## config.mk

```make
export PLATFORM = sky130hd
export DESIGN_NAME = bev_pillar_pool_forward
export DESIGN_NICKNAME = d
export VERILOG_FILES = /design/src/sv/bpp_pkg.sv /design/src/sv/bev_pillar_pool_forward.sv /design/src/sv/bpp_ram.sv /design/src/sv/bpp_accum.sv /design/src/sv/bpp_outq.sv
export SDC_FILE = /design/constraint.sdc
export NUM_CORES = 2
export LEC_CHECK = 0
export BUFFER_PORTS_ARGS = -buffer_cell sky130_fd_sc_hd__buf_4
export CORE_ASPECT_RATIO = 1.2
export CORE_MARGIN = 1
export CORE_UTILIZATION = 65
export DETAILED_ROUTE_END_ITERATION = 16
export GPL_TIMING_DRIVEN = 0
export PLACE_DENSITY = 0.82
export SLEW_MARGIN = 20
export SYNTH_ARGS = -nofsm -noshare
export SYNTH_HDL_FRONTEND = slang
export SYNTH_SLANG_ARGS = --single-unit
```

## constraint.sdc

```tcl
create_clock -name clk -period 9.8 [get_ports clk]
set_input_delay 0.98 -clock clk [delete_from_list [all_inputs] [get_ports clk]]
set_output_delay 0.98 -clock clk [all_outputs]
set_load 0.005 [all_outputs]
```

## src/sv/bpp_pkg.sv

```systemverilog
// Package with the shared widths, result types and output rounding of the pillar pooling block.
package bpp_pkg;

	// Channel store size and field widths.
	localparam int MAX_CHANNELS = 64;
	localparam int CH_W         = 6;
	localparam int ADDR_W       = $clog2(MAX_CHANNELS);
	localparam int CNT_W        = 7;
	localparam int W_W          = 16;
	localparam int F_W          = 16;
	localparam int CELL_W       = 20;
	localparam int ACC_W        = 48;
	localparam int PROD_W       = W_W + F_W + 1;
	localparam int SUM_W        = 32;

	// Rounding from Q.23 accumulator to Q.8 output.
	localparam int ROUND_SHIFT  = 15;
	localparam int ROUND_BIAS   = 1 << (ROUND_SHIFT - 1);
	localparam int Q_W          = ACC_W + 1 - ROUND_SHIFT;

	// Result queue.
	localparam int OUTQ_DEPTH   = 8;
	localparam int OUTQ_AW      = $clog2(OUTQ_DEPTH);
	localparam int OUTQ_CW      = $clog2(OUTQ_DEPTH) + 1;

	// Finished interval as it leaves the accumulator pipeline.
	typedef struct packed {
		logic [CELL_W-1:0]       cell_idx;
		logic [CH_W-1:0]         channel;
		logic signed [ACC_W-1:0] acc;
	} acc_res_t;

	// Rounded result as it is held in the output queue.
	typedef struct packed {
		logic [CELL_W-1:0]       cell_idx;
		logic [CH_W-1:0]         channel;
		logic signed [SUM_W-1:0] sum;
	} out_res_t;

	// Pipeline stages that hold an item which will produce a result.
	typedef struct packed {
		logic s1;
		logic s2;
		logic s3;
	} pend_t;

	// Round to nearest (ties up) from Q.23 to Q.8 and saturate to 32 bits.
	function automatic logic signed [SUM_W-1:0] round_sat(input logic signed [ACC_W-1:0] acc);
		logic signed [ACC_W:0] t;
		logic [Q_W-1:0]        q;
		logic [SUM_W-1:0]      r;
		t = $signed({acc[ACC_W-1], acc}) + $signed((ACC_W + 1)'(ROUND_BIAS));
		q = t[ACC_W:ROUND_SHIFT];
		if ((&q[Q_W-1:SUM_W-1]) || !(|q[Q_W-1:SUM_W-1])) begin
			r = q[SUM_W-1:0];
		end else if (q[Q_W-1]) begin
			r = {1'b1, {(SUM_W - 1){1'b0}}};
		end else begin
			r = {1'b0, {(SUM_W - 1){1'b1}}};
		end
		return $signed(r);
	endfunction

endpackage

```

## src/sv/bev_pillar_pool_forward.sv

```systemverilog
// Forward BEV pillar pooling: depth-weighted segmented sum per channel with queued results.
// One request is taken per cycle while in_stall is low. A request that closes an interval
// passes through stage 1, stage 2 and stage 3 before its rounded result enters the result
// queue, from where it is offered on out_valid. The rate is set by the read-modify-write
// loop on the 64-entry channel accumulator memory: a registered read, a multiply stage, then
// an add with forwarding from the write in flight and the most recent write, so elements of
// the same channel may follow each other in consecutive cycles. Finished sums are rounded
// into an eight-entry result queue; in_stall rises only when queued and in-flight results
// could fill it. The accumulators read as zero after reset with no clearing pass.
module bev_pillar_pool_forward
	import bpp_pkg::*;
(
	input  logic                    clk,
	input  logic                    arst_n,
	input  logic                    cfg_write_en,
	input  logic [CNT_W-1:0]        cfg_write_data,
	input  logic                    in_valid,
	output logic                    in_stall,
	input  logic [W_W-1:0]          depth_weight,
	input  logic signed [F_W-1:0]   feature_value,
	input  logic [CH_W-1:0]         channel,
	input  logic [CELL_W-1:0]       cell_index,
	input  logic                    interval_last,
	output logic                    out_valid,
	input  logic                    out_stall,
	output logic [CELL_W-1:0]       out_cell,
	output logic [CH_W-1:0]         out_channel,
	output logic signed [SUM_W-1:0] pooled_sum
);

	logic [CNT_W-1:0] channel_count_q;
	logic             in_accept;
	logic             res_valid;
	acc_res_t         res;
	pend_t            pend;

	// Channel count register.
	always_ff @(posedge clk or negedge arst_n) begin
		if (!arst_n) begin
			channel_count_q <= CNT_W'(MAX_CHANNELS);
		end else if (cfg_write_en) begin
			channel_count_q <= cfg_write_data;
		end
	end

	assign in_accept = in_valid && !in_stall;

	bpp_accum u_accum (
		.clk          (clk),
		.arst_n       (arst_n),
		.in_accept    (in_accept),
		.depth_weight (depth_weight),
		.feature_value(feature_value),
		.channel      (channel),
		.cell_index   (cell_index),
		.interval_last(interval_last),
		.channel_count(channel_count_q),
		.res_valid    (res_valid),
		.res          (res),
		.pend         (pend)
	);

	bpp_outq u_outq (
		.clk        (clk),
		.arst_n     (arst_n),
		.res_valid  (res_valid),
		.res        (res),
		.pend       (pend),
		.in_stall   (in_stall),
		.out_valid  (out_valid),
		.out_stall  (out_stall),
		.out_cell   (out_cell),
		.out_channel(out_channel),
		.pooled_sum (pooled_sum)
	);

endmodule

```

## src/sv/bpp_ram.sv

```systemverilog
// Generic single-write, single-read memory with a registered read port.
module bpp_ram #(
	parameter int WIDTH = 48,
	parameter int DEPTH = 64
) (
	input  logic                     clk,
	input  logic                     we,
	input  logic [$clog2(DEPTH)-1:0] waddr,
	input  logic [WIDTH-1:0]         wdata,
	input  logic                     re,
	input  logic [$clog2(DEPTH)-1:0] raddr,
	output logic [WIDTH-1:0]         rdata
);

	logic [WIDTH-1:0] mem_q [DEPTH];

	// Write port.
	always_ff @(posedge clk) begin
		if (we) begin
			mem_q[waddr] <= wdata;
		end
	end

	// Read port returns the old contents on a same-address write.
	always_ff @(posedge clk) begin
		if (re) begin
			rdata <= mem_q[raddr];
		end
	end

endmodule

```

## src/sv/bpp_accum.sv

```systemverilog
// Accumulator pipeline: channel memory read, multiply, forwarded add and write-back.
module bpp_accum
	import bpp_pkg::*;
(
	input  logic                    clk,
	input  logic                    arst_n,
	input  logic                    in_accept,
	input  logic [W_W-1:0]          depth_weight,
	input  logic signed [F_W-1:0]   feature_value,
	input  logic [CH_W-1:0]         channel,
	input  logic [CELL_W-1:0]       cell_index,
	input  logic                    interval_last,
	input  logic [CNT_W-1:0]        channel_count,
	output logic                    res_valid,
	output acc_res_t                res,
	output pend_t                   pend
);

	// Stage 1: memory data arrives, product is formed.
	logic                    valid_s1;
	logic                    rd_ok_s1;
	logic [W_W-1:0]          weight_s1;
	logic signed [F_W-1:0]   feature_s1;
	logic [CH_W-1:0]         ch_s1;
	logic [CELL_W-1:0]       cell_s1;
	logic                    last_s1;

	// Stage 2: add, saturate, write back.
	logic                    valid_s2;
	logic signed [PROD_W-1:0] prod_s2;
	logic signed [ACC_W-1:0] acc_s2;
	logic [CH_W-1:0]         ch_s2;
	logic [CELL_W-1:0]       cell_s2;
	logic                    last_s2;

	// Stage 3: finished interval.
	logic                    valid_s3;
	acc_res_t                res_s3;

	// Most recent write to the memory, for forwarding.
	logic                    wb_valid_q;
	logic [CH_W-1:0]         wb_ch_q;
	logic signed [ACC_W-1:0] wb_data_q;

	// Entries written since reset; others read as zero.
	logic                    written_q [MAX_CHANNELS];

	logic                    ch_ok;
	logic                    take;
	logic [ACC_W-1:0]        rd_data;
	logic signed [PROD_W-1:0] prod;
	logic signed [ACC_W-1:0] operand;
	logic signed [ACC_W:0]   sum;
	logic signed [ACC_W-1:0] new_acc;
	logic signed [ACC_W-1:0] wr_data;

	// Channels at or above the count in use are dropped at the door.
	assign ch_ok = (CNT_W'(channel) < channel_count) &&
		(CNT_W'(channel) < CNT_W'(MAX_CHANNELS));
	assign take  = in_accept && ch_ok;

	bpp_ram #(
		.WIDTH(ACC_W),
		.DEPTH(MAX_CHANNELS)
	) u_acc_ram (
		.clk  (clk),
		.we   (valid_s2),
		.waddr(ch_s2[ADDR_W-1:0]),
		.wdata(wr_data),
		.re   (in_accept),
		.raddr(channel[ADDR_W-1:0]),
		.rdata(rd_data)
	);

	// Stage 1 control.
	always_ff @(posedge clk or negedge arst_n) begin
		if (!arst_n) begin
			valid_s1 <= 1'b0;
		end else begin
			valid_s1 <= take;
		end
	end

	// Stage 1 payload.
	always_ff @(posedge clk) begin
		if (in_accept) begin
			rd_ok_s1   <= written_q[channel[ADDR_W-1:0]];
			weight_s1  <= depth_weight;
			feature_s1 <= feature_value;
			ch_s1      <= channel;
			cell_s1    <= cell_index;
			last_s1    <= interval_last;
		end
	end

	// Unsigned Q1.15 weight times signed Q8.8 feature, exact.
	assign prod = $signed({1'b0, weight_s1}) * feature_s1;

	// Pick the freshest value of the channel: the write in flight, the last write, or memory.
	always_comb begin
		if (valid_s2 && (ch_s2 == ch_s1)) begin
			operand = wr_data;
		end else if (wb_valid_q && (wb_ch_q == ch_s1)) begin
			operand = wb_data_q;
		end else if (rd_ok_s1) begin
			operand = $signed(rd_data);
		end else begin
			operand = '0;
		end
	end

	// Stage 2 control.
	always_ff @(posedge clk or negedge arst_n) begin
		if (!arst_n) begin
			valid_s2 <= 1'b0;
		end else begin
			valid_s2 <= valid_s1;
		end
	end

	// Stage 2 payload.
	always_ff @(posedge clk) begin
		prod_s2 <= prod;
		acc_s2  <= operand;
		ch_s2   <= ch_s1;
		cell_s2 <= cell_s1;
		last_s2 <= last_s1;
	end

	// Add the product and saturate to the 48-bit range.
	always_comb begin
		sum = $signed({acc_s2[ACC_W-1], acc_s2}) +
			$signed({{(ACC_W + 1 - PROD_W){prod_s2[PROD_W-1]}}, prod_s2});
		if (sum[ACC_W] != sum[ACC_W-1]) begin
			new_acc = sum[ACC_W] ? $signed({1'b1, {(ACC_W - 1){1'b0}}})
				: $signed({1'b0, {(ACC_W - 1){1'b1}}});
		end else begin
			new_acc = sum[ACC_W-1:0];
		end
		wr_data = last_s2 ? '0 : new_acc;
	end

	// Track the last write and which entries hold data.
	always_ff @(posedge clk or negedge arst_n) begin
		if (!arst_n) begin
			wb_valid_q <= 1'b0;
			for (int i = 0; i < MAX_CHANNELS; i++) begin
				written_q[i] <= 1'b0;
			end
		end else if (valid_s2) begin
			wb_valid_q <= 1'b1;
			written_q[ch_s2[ADDR_W-1:0]] <= 1'b1;
		end
	end

	always_ff @(posedge clk) begin
		if (valid_s2) begin
			wb_ch_q   <= ch_s2;
			wb_data_q <= wr_data;
		end
	end

	// Stage 3 holds the full sum of a finished interval.
	always_ff @(posedge clk or negedge arst_n) begin
		if (!arst_n) begin
			valid_s3 <= 1'b0;
		end else begin
			valid_s3 <= valid_s2 && last_s2;
		end
	end

	always_ff @(posedge clk) begin
		res_s3.cell_idx <= cell_s2;
		res_s3.channel  <= ch_s2;
		res_s3.acc      <= new_acc;
	end

	assign res_valid = valid_s3;
	assign res       = res_s3;
	assign pend.s1   = valid_s1 && last_s1;
	assign pend.s2   = valid_s2 && last_s2;
	assign pend.s3   = valid_s3;

`ifndef NO_ASSERTIONS
	// A closing element in stage 2 yields a result for its own channel in the following cycle.
	assert property (@(posedge clk) disable iff (!arst_n)
		(valid_s2 && last_s2) |=> (valid_s3 && (res_s3.channel == $past(ch_s2))))
		else $error("closing element did not produce its result");

	// A closing element leaves its channel cleared for the next element.
	assert property (@(posedge clk) disable iff (!arst_n)
		(valid_s2 && last_s2) |=> (wb_valid_q && (wb_data_q == '0)))
		else $error("accumulator not cleared after interval end");

	// A dropped channel never enters the pipeline.
	assert property (@(posedge clk) disable iff (!arst_n)
		(in_accept && !ch_ok) |=> !valid_s1)
		else $error("out-of-range channel entered the pipeline");
`endif

endmodule

```

## src/sv/bpp_outq.sv

```systemverilog
// Output stage: rounds finished sums and queues them for the result channel.
module bpp_outq
	import bpp_pkg::*;
(
	input  logic                    clk,
	input  logic                    arst_n,
	input  logic                    res_valid,
	input  acc_res_t                res,
	input  pend_t                   pend,
	output logic                    in_stall,
	output logic                    out_valid,
	input  logic                    out_stall,
	output logic [CELL_W-1:0]       out_cell,
	output logic [CH_W-1:0]         out_channel,
	output logic signed [SUM_W-1:0] pooled_sum
);

	out_res_t             fifo_q [OUTQ_DEPTH];
	logic [OUTQ_AW-1:0]   wr_ptr_q;
	logic [OUTQ_AW-1:0]   rd_ptr_q;
	logic [OUTQ_CW-1:0]   count_q;
	logic [OUTQ_CW-1:0]   committed;
	logic                 push;
	logic                 pop;
	out_res_t             entry;

	assign push = res_valid;
	assign pop  = out_valid && !out_stall;

	// Round the finished sum on its way into the queue.
	always_comb begin
		entry.cell_idx = res.cell_idx;
		entry.channel  = res.channel;
		entry.sum      = round_sat(res.acc);
	end

	// Queue storage.
	always_ff @(posedge clk) begin
		if (push) begin
			fifo_q[wr_ptr_q] <= entry;
		end
	end

	// Queue pointers and fill count.
	always_ff @(posedge clk or negedge arst_n) begin
		if (!arst_n) begin
			wr_ptr_q <= '0;
			rd_ptr_q <= '0;
			count_q  <= '0;
		end else begin
			if (push) begin
				wr_ptr_q <= wr_ptr_q + 1'b1;
			end
			if (pop) begin
				rd_ptr_q <= rd_ptr_q + 1'b1;
			end
			unique case ({push, pop})
				2'b10:   count_q <= count_q + 1'b1;
				2'b01:   count_q <= count_q - 1'b1;
				default: count_q <= count_q;
			endcase
		end
	end

	// Requests are held off while queued plus in-flight results could fill the queue.
	assign committed = count_q + OUTQ_CW'(pend.s1) + OUTQ_CW'(pend.s2) + OUTQ_CW'(pend.s3);
	assign in_stall  = committed >= OUTQ_CW'(OUTQ_DEPTH);

	assign out_valid   = count_q != '0;
	assign out_cell    = fifo_q[rd_ptr_q].cell_idx;
	assign out_channel = fifo_q[rd_ptr_q].channel;
	assign pooled_sum  = fifo_q[rd_ptr_q].sum;

`ifndef NO_ASSERTIONS
	// The fill count stays within the queue.
	assert property (@(posedge clk) disable iff (!arst_n)
		count_q <= OUTQ_CW'(OUTQ_DEPTH))
		else $error("result queue count out of range");

	// A result never arrives at a full queue that is not draining.
	assert property (@(posedge clk) disable iff (!arst_n)
		(push && (count_q == OUTQ_CW'(OUTQ_DEPTH))) |-> pop)
		else $error("result queue overflow");

	// A full queue always holds off new requests.
	assert property (@(posedge clk) disable iff (!arst_n)
		(count_q == OUTQ_CW'(OUTQ_DEPTH)) |-> in_stall)
		else $error("requests not held off at a full queue");
`endif

endmodule

```

==> key figures <==
Outcome
  – Outcome: complete, no violations

Critical path
  – CP delay by family, top: adder cells
  – Crit path largest cell delay: 0.67 ns
  – CP arrival: between 8 and 9 ns
  – CP Cell Sequence: clkbuf_1 -> nand2_1 -> fa_1 -> fa_1 -> inv_1 -> fa_1 -> inv_1 -> fa_1 -> fa_1 -> fa_1 -> inv_1 -> ha_1 -> nand3_1 -> nor3_1 -> a221oi_1 -> o21ai_0 -> nand4_1 -> nand2_1 -> a21o_1 -> a311oi_2
  – Crit Path Category: flip-flop to flip-flop
  – Worst-path maximum fanout: 10
  – Worst path slowest cell: a311oi_2
  – R2R depth: 20
  – Kind of end point of the critical path: flip-flop
  – CP Buf/Inv Count: 4
  – Worst endpoint required time: ~11 ns
  – Levels on crit path: 20
  – Startpoint types: flip-flop
  – Most common cell on crit path: fa_1

Power
  – Sequential power share: between 30 and 40%
  – Pwr Total: 63700 uW
  – Net Sw Power: ~23000 uW
  – PD cells: roughly 350 nW/um2
  – VDD IR max: ~0.0012 V
  – Combinational Power Share: between 30% and 40%
  – Clk network pwr share: between 20% and 30%
  – Cell internal pwr: slightly above 40000 uW
  – Sw Ratio: between 30 and 40%
  – P_leak: ~0.061 uW

Flow run
  – Max Cap Viol: 0

Timing
  – Sum Neg Setup Slack: 0 ns
  – Slew Limit Fails: 0
  – Clk_skew: slightly above 0.06 ns
  – Max Freq: 128 MHz
  – Period utilization: roughly 80%
  – Finish-stage setup viols: 0
  – Slew @ Worst Pin: 1.35 ns
  – Worst rel slew slack: between 10% and 20%
  – Final WS setup: 1.98 ns
  – Hold slack final: 0.112 ns
  – Fin crit period: slightly below 8 ns
  – RSZ-0062 raised after global routing: no
  – Final hold vios: 0

Yosys
  – Synth cell types: just under 70
  – Post-Syn Instances: 7649
  – Seq/Total Area, Yosys: between 70% and 80%
  – Fraction of registers with async set/reset: 2.15%
  – Syn Nets: just over 8000
  – #FFs+latches synth: 3951
  – Ys flop type: edfxtp_1
  – EDFF count, synth: around 3700
  – Post-Syn Area: roughly 160000 um2
  – Yosys warning total: 0
  – Syn avg cell area: ~21 um2

Routing
  – 1st-pass router iterations: 8
  – Vias: slightly above 90000
  – # DRC: 0
  – Routed len/inst: 42.8 um
  – Routed WL: slightly above 500 mm
  – Vias/cell: ~7.6
  – Iter 0 DRT Violations: 16000
  – ANT nets after route: 0

Layout
  – Post-route insts no fill: between 10000 and 15000
  – Synthesis-to-layout area growth: 14.5%
  – Layout cells sized above 1: between 20 and 30%
  – Fill cells: roughly 12000
  – FF+latch area: 117000 um2
  – Area of the multi-input gates: 41900 um2
  – Post-layout nets: around 8800

Floorplanning
  – Io pins: 131
  – Core region area: 245000 um2
  – Starting Density: between 60 and 70%
  – Cell Rows: around 200
  – Die Y: ~550 um
  – Die W: around 450 um
  – Die area: around 250000 um2

Placed design
  – HPWL after detailed placement: just over 300 mm
  – I/O Buffers: 130
  – Placed Cells incl. Taps: 11200
  – Routability congestion estimate: 0.921
  – Pre-CTS setup slack: approximately 2 ns

Clock network
  – Clock sink count: approximately 4000
  – Post-CTS Resized: 0
  – # Post-CTS Setup Buffers: 0
  – Worst-skew pair later-pin latency: about 0.94 ns
  – Max clock buf depth: 4
  – CTS buffer count: between 300 and 400
  – CTS tree: built
  – CTS root buffer: clkbuf_16
  – Clock transition at the registers of the reported paths: ~0.070 ns
  – Hold buffers post-CTS: 0
  – Clock H-tree levels: 5

Global route
  – Vias in the first global route: about 92000
  – Largest net degree at the start of global routing: 86
  – Antenna violations before repair: 48
  – Total grt overflow: 0
  – Tot GR Track Use: around two fifths
  – Global-route wire length before repair: 709 mm

Worst hold path
  – Worst hold path class: input port to async pin
-- worst paths after layout --
path | start | endpoint | slack (ns)
min in group clk | feature_value[11] | u_accum.feature_s1[11] | 0.22
min reg2reg | u_accum.cell_s2[14] | u_accum.res[68] | 0.33
max reg2reg | u_accum.weight_s1[9] | u_accum.prod_s2[32] | 1.98
max in group asynchronous | arst_n | u_accum.written_q[4] | 8.85
max | u_accum.weight_s1[9] | u_accum.prod_s2[32] | 1.98
min | arst_n | u_outq.rd_ptr_q[2] | 0.11
-- cells by family after synthesis --
group           after synthesis  share of synthesized area (%)
compound gates              449                           1.82
xor+xnor                    119                          0.651
fa+ha+maj                   384                           3.92
buf+inv                     658                           1.58
flops                      3951                           72.8
mux                        1223                           16.6
simple gates                865                           2.67
-- placed cells by master, fill, tap and decap left out, types with 23 or more instances in the layout --
cell type  instances
buf_1             33
buf_2             29
buf_12           130
a21o_1            33
edfxtp_1        3698
clkbuf_2          85
buf_4            139
clkinv_2          65
nand2b_1          23
buf_16            95
xor2_1            51
dfrtp_1           83
ha_1             183
nand3_1           34
nor2_1            95
fa_1             197
clkbuf_1         268
nand2_1          255
bufinv_16         33
a21oi_1          143
or2_2             67
clkinv_1          74
mux4_2          1132
xnor2_1           68
mux2_2            76
and3_1            58
and2_1           127
dfxtp_1          168
nand4_1           26
o22ai_2           30
clkbuf_16        365
inv_1            294
diode_2           32
nor2_4           111
o21ai_0          102
-- sequential cells by signal, indices dropped and copies added (netlist names), 7 cells and up --
name,cells
channel_count_q,7
u_accum.prod_s2,33
u_accum.wb_data_q,48
u_accum.weight_s1,16
u_accum.cell_s2,20
u_outq.fifo_q,464
u_accum.u_acc_ram.mem_q,3072
u_accum.acc_s2,48
u_accum.res,60
u_accum.cell_s1,20
u_accum.written_q,64
u_accum.feature_s1,16
u_accum.u_acc_ram.rdata,48
-- power by group through the flow --
stage	Combinational, uW	Clock (uW)	Sequential [uW]
floorplan	15200	0	24300
CTS	24600	14400	24100
global route	27000	15000	24200
finish	25000	14500	24100
global placement	21300	0	24900
detailed placement	23900	0	24400
-- per-layer routing --
layer / vias to the layer above / share of wire [%] / global-route usage [%]
li1: 32500 / - / -
met1: 45700 / 30 / 48.7
met2: 9984 / 49 / 67.1
met3: 2741 / 13 / 11.7
met4: 40 / 8.8 / 28.0
met5: - / 0.075 / 0.215
-- synth_stat cells, types with 51 or more instances --
| master | count | area, um2 |
|---|---|---|
| ha_1 | 183 | 2290 |
| inv_1 | 294 | 1100 |
| buf_1 | 80 | 300 |
| edfxtp_1 | 3698 | 111000 |
| or2_2 | 67 | 419 |
| clkbuf_1 | 262 | 983 |
| a21oi_1 | 148 | 741 |
| nor2_1 | 206 | 773 |
| mux4_2 | 1132 | 25500 |
| o21ai_0 | 105 | 526 |
| mux2_2 | 76 | 856 |
| dfxtp_1 | 168 | 3360 |
| and3_1 | 58 | 363 |
| nand2_1 | 255 | 957 |
| xor2_1 | 51 | 447 |
| xnor2_1 | 68 | 596 |
| and2_1 | 128 | 801 |
| fa_1 | 197 | 3940 |
| dfrtp_1 | 84 | 2100 |
-- through the flow --
step	instance area (um2)	util [%]
global placement	165000	67.4
detailed placement	171000	70.1
global route	183000	74.8
floorplan	160000	-
CTS	183000	74.8
finish	183000	74.9
-- area by class of cell --
class / count / share of cell area, %
sequential: 3951 / 63.6
multi-input combinational: 3040 / 22.9
clock buffer: 432 / 5.18
timing repair buffer: 377 / 3.50
tap: 3216 / 2.20
clock inverter: 218 / 1.15
buffer: 363 / 0.842
inverter: 295 / 0.604
antenna: 32 / 0.0437
No activity file was read; power rests on OpenSTA's default activity.
